<file path="config.mk">
export PLATFORM = sky130hd
export DESIGN_NAME = sync_length_xor_frame_parser
export DESIGN_NICKNAME = d
export VERILOG_FILES = /design/src/rtl/slxfp_pkg.sv /design/src/rtl/sync_length_xor_frame_parser.sv
export SDC_FILE = /design/constraint.sdc
export NUM_CORES = 1
export LEC_CHECK = 0
export ABC_AREA = 1
export BUFFER_PORTS_ARGS = -buffer_cell sky130_fd_sc_hd__buf_2
export CAP_MARGIN = 20
export CELL_PAD_IN_SITES_DETAIL_PLACEMENT = 0
export CELL_PAD_IN_SITES_GLOBAL_PLACEMENT = 1
export CORE_ASPECT_RATIO = 0.75
export CORE_MARGIN = 3
export CORE_UTILIZATION = 42
export CTS_BUF_LIST = sky130_fd_sc_hd__clkbuf_4 sky130_fd_sc_hd__clkbuf_8
export DETAILED_ROUTE_END_ITERATION = 8
export PLACE_DENSITY = 0.77
export SYNTH_ARGS = -nofsm -noshare
export SYNTH_HDL_FRONTEND = slang
export SYNTH_SLANG_ARGS = --single-unit
export TNS_END_PERCENT = 1
</file>
<file path="constraint.sdc">
create_clock -name clk -period 3.4 [get_ports clk]
set_input_delay 0.34 -clock clk [delete_from_list [all_inputs] [get_ports clk]]
set_output_delay 0.34 -clock clk [all_outputs]
set_load 0.01 [all_outputs]
</file>
<file path="src/rtl/slxfp_pkg.sv">
// Shared types and constants for the sync/length/XOR frame parser.
// Used by sync_length_xor_frame_parser; depends on nothing else.
package slxfp_pkg;

  localparam int unsigned BYTE_W  = 8;
  localparam int unsigned EVENT_W = 2;
  localparam int unsigned CFG_A_W = 1;
  // data, index, frame_length, command, computed_sum
  localparam int unsigned OUT_DATA_W = 5 * BYTE_W;

  localparam logic [BYTE_W-1:0] SYNC_FIRST_RST  = 8'hAA;
  localparam logic [BYTE_W-1:0] SYNC_SECOND_RST = 8'h55;

  // configuration register indexes
  localparam logic [CFG_A_W-1:0] CFG_SYNC_FIRST  = 1'b0;
  localparam logic [CFG_A_W-1:0] CFG_SYNC_SECOND = 1'b1;

  typedef enum logic [2:0] {
    PH_HUNT1   = 3'd0,
    PH_HUNT2   = 3'd1,
    PH_LEN     = 3'd2,
    PH_PAYLOAD = 3'd3,
    PH_CHECK   = 3'd4
  } phase_t;

  typedef enum logic [EVENT_W-1:0] {
    EV_PAYLOAD   = 2'd0,
    EV_FRAME_OK  = 2'd1,
    EV_CHECK_ERR = 2'd2
  } event_t;

  typedef struct packed {
    event_t            ev;
    logic [BYTE_W-1:0] data;
    logic [BYTE_W-1:0] idx;
    logic              last;
    logic [BYTE_W-1:0] flen;
    logic [BYTE_W-1:0] cmd;
    logic [BYTE_W-1:0] csum;
  } result_t;

endpackage

</file>
<file path="src/rtl/sync_length_xor_frame_parser.sv">
// Frame parser: two sync bytes, a length byte, payload, XOR checksum byte.
// Uses slxfp_pkg for the phase and event types and the result word layout.
//
// One received byte per word on the input stream, one byte per clock while
// in_tready is high. Each byte is decoded in the cycle it is accepted and
// its result, if any, is registered in the output or skid register.
// A skid register behind the output register lets one more byte be taken
// while a result waits; in_tready drops only when both hold a result.
// Sync, length and ignored hunt bytes give no output word. Payload bytes
// come out with their index (tlast on the final one); the checksum byte
// gives a frame-ok or checksum-error word. Write the sync registers only
// while the block is idle.
module sync_length_xor_frame_parser (
  input  logic                               clk,
  input  logic                               rst_n,
  input  logic                               cfg_we,
  input  logic [slxfp_pkg::CFG_A_W-1:0]      cfg_addr,
  input  logic [slxfp_pkg::BYTE_W-1:0]       cfg_wdata,
  input  logic                               in_tvalid,
  output logic                               in_tready,
  input  logic [slxfp_pkg::BYTE_W-1:0]       in_tdata,   // [7:0] rx_byte
  output logic                               out_tvalid,
  input  logic                               out_tready,
  // [7:0] data, [15:8] index, [23:16] frame_length, [31:24] command,
  // [39:32] computed_sum
  output logic [slxfp_pkg::OUT_DATA_W-1:0]   out_tdata,
  output logic [slxfp_pkg::EVENT_W-1:0]      out_tuser,  // [1:0] event_res
  output logic                               out_tlast   // is_last
);

  logic [slxfp_pkg::BYTE_W-1:0] sync_first_r, sync_second_r;

  slxfp_pkg::phase_t            phase_r, phase_nxt;
  logic [slxfp_pkg::BYTE_W-1:0] payload_len_r, payload_len_nxt;
  logic [slxfp_pkg::BYTE_W-1:0] byte_count_r, byte_count_nxt;
  logic [slxfp_pkg::BYTE_W-1:0] running_sum_r, running_sum_nxt;
  logic [slxfp_pkg::BYTE_W-1:0] first_payload_r, first_payload_nxt;

  slxfp_pkg::result_t res;
  logic               res_valid;

  slxfp_pkg::result_t out_r, skid_r;
  logic               out_valid_r, skid_valid_r;

  logic                         in_acc;
  logic                         out_load;
  logic [slxfp_pkg::BYTE_W-1:0] b;
  logic                         is_last_byte;

  assign in_tready = !skid_valid_r;
  assign in_acc    = in_tvalid && in_tready;
  assign out_load  = !out_valid_r || out_tready;
  assign b         = in_tdata;
  assign is_last_byte = ((byte_count_r + slxfp_pkg::BYTE_W'(1)) == payload_len_r);

  // configuration
  always_ff @(posedge clk) begin
    if (!rst_n) begin
      sync_first_r  <= slxfp_pkg::SYNC_FIRST_RST;
      sync_second_r <= slxfp_pkg::SYNC_SECOND_RST;
    end else if (cfg_we) begin
      case (cfg_addr)
        slxfp_pkg::CFG_SYNC_FIRST:  sync_first_r  <= cfg_wdata;
        slxfp_pkg::CFG_SYNC_SECOND: sync_second_r <= cfg_wdata;
        default: ;
      endcase
    end
  end

  always_ff @(posedge clk) begin
    if (!rst_n) begin
      phase_r         <= slxfp_pkg::PH_HUNT1;
      payload_len_r   <= '0;
      byte_count_r    <= '0;
      running_sum_r   <= '0;
      first_payload_r <= '0;
    end else if (in_acc) begin
      phase_r         <= phase_nxt;
      payload_len_r   <= payload_len_nxt;
      byte_count_r    <= byte_count_nxt;
      running_sum_r   <= running_sum_nxt;
      first_payload_r <= first_payload_nxt;
    end
  end

  always_comb begin
    phase_nxt         = phase_r;
    payload_len_nxt   = payload_len_r;
    byte_count_nxt    = byte_count_r;
    running_sum_nxt   = running_sum_r;
    first_payload_nxt = first_payload_r;
    res_valid         = 1'b0;
    res.ev            = slxfp_pkg::EV_PAYLOAD;
    res.data          = b;
    res.idx           = '0;
    res.last          = 1'b0;
    case (phase_r)
      slxfp_pkg::PH_HUNT2: begin
        // a rejected byte is not retried as a first sync byte
        phase_nxt = (b == sync_second_r) ? slxfp_pkg::PH_LEN : slxfp_pkg::PH_HUNT1;
      end
      slxfp_pkg::PH_LEN: begin
        payload_len_nxt   = b;
        byte_count_nxt    = '0;
        running_sum_nxt   = b;
        first_payload_nxt = '0;
        // empty frame: go straight to the checksum byte
        phase_nxt = (b == '0) ? slxfp_pkg::PH_CHECK : slxfp_pkg::PH_PAYLOAD;
      end
      slxfp_pkg::PH_PAYLOAD: begin
        if (byte_count_r == '0) first_payload_nxt = b;
        running_sum_nxt = running_sum_r ^ b;
        byte_count_nxt  = byte_count_r + slxfp_pkg::BYTE_W'(1);
        if (is_last_byte) phase_nxt = slxfp_pkg::PH_CHECK;
        res_valid = 1'b1;
        res.idx   = byte_count_r;
        res.last  = is_last_byte;
      end
      slxfp_pkg::PH_CHECK: begin
        phase_nxt = slxfp_pkg::PH_HUNT1;
        res_valid = 1'b1;
        res.ev    = (b == running_sum_r) ? slxfp_pkg::EV_FRAME_OK
                                         : slxfp_pkg::EV_CHECK_ERR;
      end
      default: begin
        phase_nxt = (b == sync_first_r) ? slxfp_pkg::PH_HUNT2 : slxfp_pkg::PH_HUNT1;
      end
    endcase
    res.flen = payload_len_nxt;
    res.cmd  = first_payload_nxt;
    res.csum = running_sum_nxt;
  end

  // output register with skid stage behind it
  always_ff @(posedge clk) begin
    if (!rst_n) begin
      out_valid_r  <= 1'b0;
      skid_valid_r <= 1'b0;
    end else if (out_load) begin
      if (skid_valid_r) begin
        out_valid_r  <= 1'b1;
        skid_valid_r <= 1'b0;
      end else begin
        out_valid_r <= in_acc && res_valid;
      end
    end else if (in_acc && res_valid) begin
      skid_valid_r <= 1'b1;
    end
  end

  always_ff @(posedge clk) begin
    if (out_load) begin
      out_r <= skid_valid_r ? skid_r : res;
    end else if (in_acc && res_valid) begin
      skid_r <= res;
    end
  end

  assign out_tvalid = out_valid_r;
  assign out_tuser  = out_r.ev;
  assign out_tlast  = out_r.last;
  assign out_tdata  = {out_r.csum, out_r.cmd, out_r.flen, out_r.idx, out_r.data};

  // skid only fills behind a held output word
  a_skid_behind_out: assert property (@(posedge clk) disable iff (!rst_n)
    skid_valid_r |-> out_valid_r)
    else $error("skid holds a word while output register is empty");

  a_last_to_check: assert property (@(posedge clk) disable iff (!rst_n)
    (in_acc && phase_r == slxfp_pkg::PH_PAYLOAD && is_last_byte)
      |=> phase_r == slxfp_pkg::PH_CHECK)
    else $error("final payload byte did not move to checksum phase");

  a_check_to_hunt: assert property (@(posedge clk) disable iff (!rst_n)
    (in_acc && phase_r == slxfp_pkg::PH_CHECK) |=> phase_r == slxfp_pkg::PH_HUNT1)
    else $error("checksum byte did not return to hunting");

  a_end_word_no_last: assert property (@(posedge clk) disable iff (!rst_n)
    (out_tvalid && out_tuser != slxfp_pkg::EV_PAYLOAD) |-> !out_tlast)
    else $error("frame end word carries tlast");

  a_no_result_in_hunt: assert property (@(posedge clk) disable iff (!rst_n)
    (in_acc && !skid_valid_r && out_valid_r && !out_tready
      && phase_r == slxfp_pkg::PH_HUNT1) |=> !skid_valid_r)
    else $error("hunt byte produced an output word");

endmodule
</file>
==> flow_summary.rst <==
.. list-table::
   :header-rows: 1

   * - Metric
     - Value
   * - CP max FO
     - 67
   * - Worst Setup End Kind
     - output pin
   * - Floorplan core area
     - ~14000 um2
   * - Via count
     - 4719
   * - Antenna cell count
     - 0
   * - Leakage power figure
     - roughly 3.0 nW
   * - Logic depth of the worst register-to-register path
     - 5
   * - Cell type contributing the most total cell area after synthesis
     - sky130_fd_sc_hd__edfxtp_1
   * - Starting DRC count in detailed routing
     - ~380
   * - Total iterations of the first detailed-routing run
     - 5
   * - Sequential cell fraction of total power
     - between 50% and 60%
   * - Post-route DRC violation count
     - 0
   * - Die Wd
     - 145 um
   * - Final WL
     - around 15 mm
   * - Leading cell types by total area after synthesis
     - sky130_fd_sc_hd__edfxtp_1 42%, sky130_fd_sc_hd__dfxtp_1 17%, sky130_fd_sc_hd__nand2_1 10%, sky130_fd_sc_hd__inv_1 5.0%, sky130_fd_sc_hd__o21ai_0 4.8%
   * - Post-route standard cell area excluding fillers
     - about 7000 um2
   * - Clock Path Buffers
     - 2
   * - Routed WL per cell
     - ~16 um
   * - First element of the critical path
     - skid_valid_r
   * - Outcome
     - completed
   * - Slowest cell delay on critical path
     - a little over 500 ps
   * - Net switching component of the power
     - approximately 0.94 mW
   * - Number of instances in the placed design
     - between 900 and 1000
   * - Std cell rows
     - 37
   * - TritonCTS clock tree
     - done
   * - Initial Utilization
     - 43.7%
   * - Floorplan die area
     - between 15000 and 20000 um2
   * - DP Wirelength
     - between 10 and 15 mm
   * - Series of cell instances along the critical path
     - buf_4 -> inv_1 -> buf_2
   * - Startpoint-to-endpoint class of the critical path
     - reg -> out
   * - Number of antenna violations at the first check in global routing
     - 0
   * - Number of buffers inserted by post-CTS setup repair
     - 0
   * - Switching fraction of total power
     - approximately 27%
   * - Post-route antenna net violation count
     - 0
   * - Share of the cycle needed by the critical path after routing
     - 71.7%
   * - Smallest hold slack
     - between 100 and 150 ps
   * - Clock-pin slew reported for the worst setup and hold paths after clock tree synthesis
     - 90 ps
   * - Final Wtd Congestion
     - roughly 0.85
   * - Nets in the synthesized netlist
     - 705
   * - Number of storage elements in the synthesis netlist
     - approximately 140
   * - Power density over the cells
     - roughly 500 nW/um2
   * - Hold-critical path endpoint
     - sync_first_r[7]
   * - R2R Setup Slk
     - 1090 ps
   * - Worst Hold Class
     - in -> reg
   * - RSZ-0062 raised after global routing
     - false
   * - Arrival time of the worst setup path
     - 2100 ps
   * - Netlist Area Pre-Place
     - approximately 6100 um2
   * - Final Hold Vio Count
     - 0
   * - Clock buffers created by TritonCTS
     - 17
   * - Number of sinks handled by clock tree synthesis
     - ~140
   * - Part of the power in combinational logic
     - 8.9%
   * - Post-route insts no fill
     - about 960
   * - Growth of design area from synthesis to finish
     - 14.7%
   * - Dpl cell area
     - between 6000 and 7000 um2
   * - Worst reg2reg path startpoint
     - phase_r[0]
   * - Setup tns final
     - 0 ps
   * - Post-synthesis area per instance
     - around 9 um2
   * - Nets@finish
     - just under 800
   * - Pin count of the biggest net entering global routing
     - between 60 and 70
   * - Sequential area share after synthesis
     - between 50% and 60%
   * - Count of endpoints failing setup in the final report
     - 0
   * - Final Skew
     - ~11 ps
   * - Final Util
     - between 50% and 60%
   * - Final slew viol count
     - 0
   * - Top cell type's share of synthesized area
     - approximately 42%
   * - Total global-route track usage
     - 19.0%
   * - Transition time at the pin with the least slew margin
     - about 1000 ps
   * - Clock network fraction of total power
     - between 30% and 40%
   * - First-pass GRT wire length
     - about 24 mm
   * - Final worst-path setup slack
     - between 900 and 1000 ps
   * - CP startpoint kind
     - flip-flop
   * - IO Count
     - 67
   * - Skew-Pair Late Insertion Delay
     - 440 ps
   * - Number of buffers inserted by port buffering
     - 66
   * - Leftover overflow at the end of global routing
     - 0
   * - Share of layout cells above drive strength 1
     - 16.0%
   * - Distinct cells, synth
     - 33
   * - Critical path data required time
     - between 3000 and 4000 ps
   * - R2r endpoint
     - skid_r[2]
   * - H-tree levels
     - 4
   * - Count of synthesis-stage warnings from yosys
     - 0
   * - Post-layout total power
     - about 3.5 mW
   * - Achievable clock frequency
     - about 410 MHz
   * - Cell internal pwr
     - between 2 and 3 mW
   * - Die boundary height
     - 110 um
   * - Worst Hold Depth
     - 3
   * - Synthesized instance count
     - approximately 680
   * - Number of hold buffers added after cts
     - 0
   * - Time the worst path needs with I/O delays and setup
     - between 2000 and 2500 ps
   * - Post-Place Worst Slack
     - between 1000 and 1500 ps
   * - Root buffer cell
     - sky130_fd_sc_hd__clkbuf_8
   * - Max IR drop VDD
     - about 240 uV
   * - Hold_sp
     - cfg_wdata[7]
   * - Number of global-route vias before repair
     - 4436
   * - Number of vias per cell
     - around 4.9
   * - Remaining max-slew budget at the tightest pin
     - 33.7%
   * - Max-capacitance violation count
     - 0
   * - Number of gates resized after cts
     - 0
   * - Slowest stage cell on the critical path
     - sky130_fd_sc_hd__inv_1
[power by group through the flow]
| stage | logic (mW) | registers (mW) | clock network, mW |
|---|---|---|---|
| after global routing | 0.351 | 1.90 | 1.39 |
| after global placement | 0.305 | 1.93 | 0 |
| after floorplan | 0.172 | 1.95 | 0 |
| after CTS | 0.310 | 1.90 | 1.31 |
| after detailed placement | 0.309 | 1.93 | 0 |
| final | 0.310 | 1.90 | 1.28 |
[kinds of logic after synthesis]
group / share of synthesized area [%]
AND/OR/NAND/NOR: 19.7
buffers and inverters: 6.56
adder cells (fa/ha/maj): 0.410
XOR/XNOR: 2.30
flip-flops: 59.7
AO/OA/AOI/OAI: 11.3
[how the worst max path moves through the flow]
stage / slack [ps] / to / cells after the start
after detailed placement: 1110 / skid_r[37] / 5
after floorplan: 620 / skid_r[0] / 4
after global placement: 1180 / skid_r[37] / 5
after CTS: 890 / in_tready / 3
after global routing: 760 / in_tready / 3
final: 960 / in_tready / 3
[synthesized netlist by cell type]
library cell / n
sky130_fd_sc_hd__a31oi_1: 1
sky130_fd_sc_hd__nand3_2: 1
sky130_fd_sc_hd__nand2_2: 6
sky130_fd_sc_hd__nor2_2: 5
sky130_fd_sc_hd__inv_1: 81
sky130_fd_sc_hd__o21ai_1: 12
sky130_fd_sc_hd__nor4_1: 3
sky130_fd_sc_hd__nor3b_1: 1
sky130_fd_sc_hd__o2111ai_1: 1
sky130_fd_sc_hd__clkbuf_1: 15
sky130_fd_sc_hd__inv_2: 3
sky130_fd_sc_hd__nor3_1: 4
sky130_fd_sc_hd__a21oi_2: 1
sky130_fd_sc_hd__ha_1: 2
sky130_fd_sc_hd__buf_2: 2
sky130_fd_sc_hd__o22ai_1: 5
sky130_fd_sc_hd__nor2_4: 3
sky130_fd_sc_hd__o21ai_0: 59
sky130_fd_sc_hd__edfxtp_1: 86
sky130_fd_sc_hd__buf_1: 3
sky130_fd_sc_hd__dfxtp_1: 53
sky130_fd_sc_hd__o211ai_1: 4
sky130_fd_sc_hd__nand2_1: 164
sky130_fd_sc_hd__o21bai_1: 1
sky130_fd_sc_hd__nand4_1: 3
sky130_fd_sc_hd__buf_4: 1
sky130_fd_sc_hd__a21oi_1: 47
sky130_fd_sc_hd__nand3_1: 35
sky130_fd_sc_hd__a211oi_1: 1
sky130_fd_sc_hd__nand3b_1: 1
sky130_fd_sc_hd__nor2_1: 61
sky130_fd_sc_hd__xnor2_1: 3
sky130_fd_sc_hd__xor2_1: 13
[layer usage]
metal	track usage [%]	routed length (um)
met1	30.4	7810
met2	25.3	5900
met3	4.72	1040
met4	4.68	99
met5	0	0
[worst max-delay path: cells and delay by family, from the launching register on]
family                 cells  cell delay [ps]
buffers and inverters      3             1280
DFF                        1              360
[area by class of cell]
cell class	count	area (um2)
Clock buffer	17	234
Clock inverter	15	140
Inverter	84	315
Tap cell	195	244
Fill cell	1345	6980
Multi-Input combinational cell	437	2070
Timing Repair Buffer	69	353
Sequential cell	139	3640
[flip-flops by register name (all words and copies together), names as in the netlist, 8 cells and up]
signal and count:
skid_r 43, byte_count_r 8, sync_first_r 8, first_payload_r 8, payload_len_r 8, running_sum_r 8, sync_second_r 8, out_tdata 40
[layout by cell type (no fill, tap or decap), drive strengths merged]
cell type / count
a211oi: 1
bufinv: 1
inv: 89
nor3: 4
nand2: 170
a21oi: 48
clkinvlp: 1
xor2: 13
o22ai: 5
clkbuf: 17
o2111ai: 1
nor2: 69
nor4: 3
o21ai: 71
dfxtp: 53
a31oi: 1
ha: 2
nor3b: 1
nand3b: 1
nand4: 3
buf: 69
nand3: 36
o21bai: 1
edfxtp: 86
xnor2: 3
clkinv: 8
o211ai: 4
Note: power is estimated with default switching activity, not from simulation.
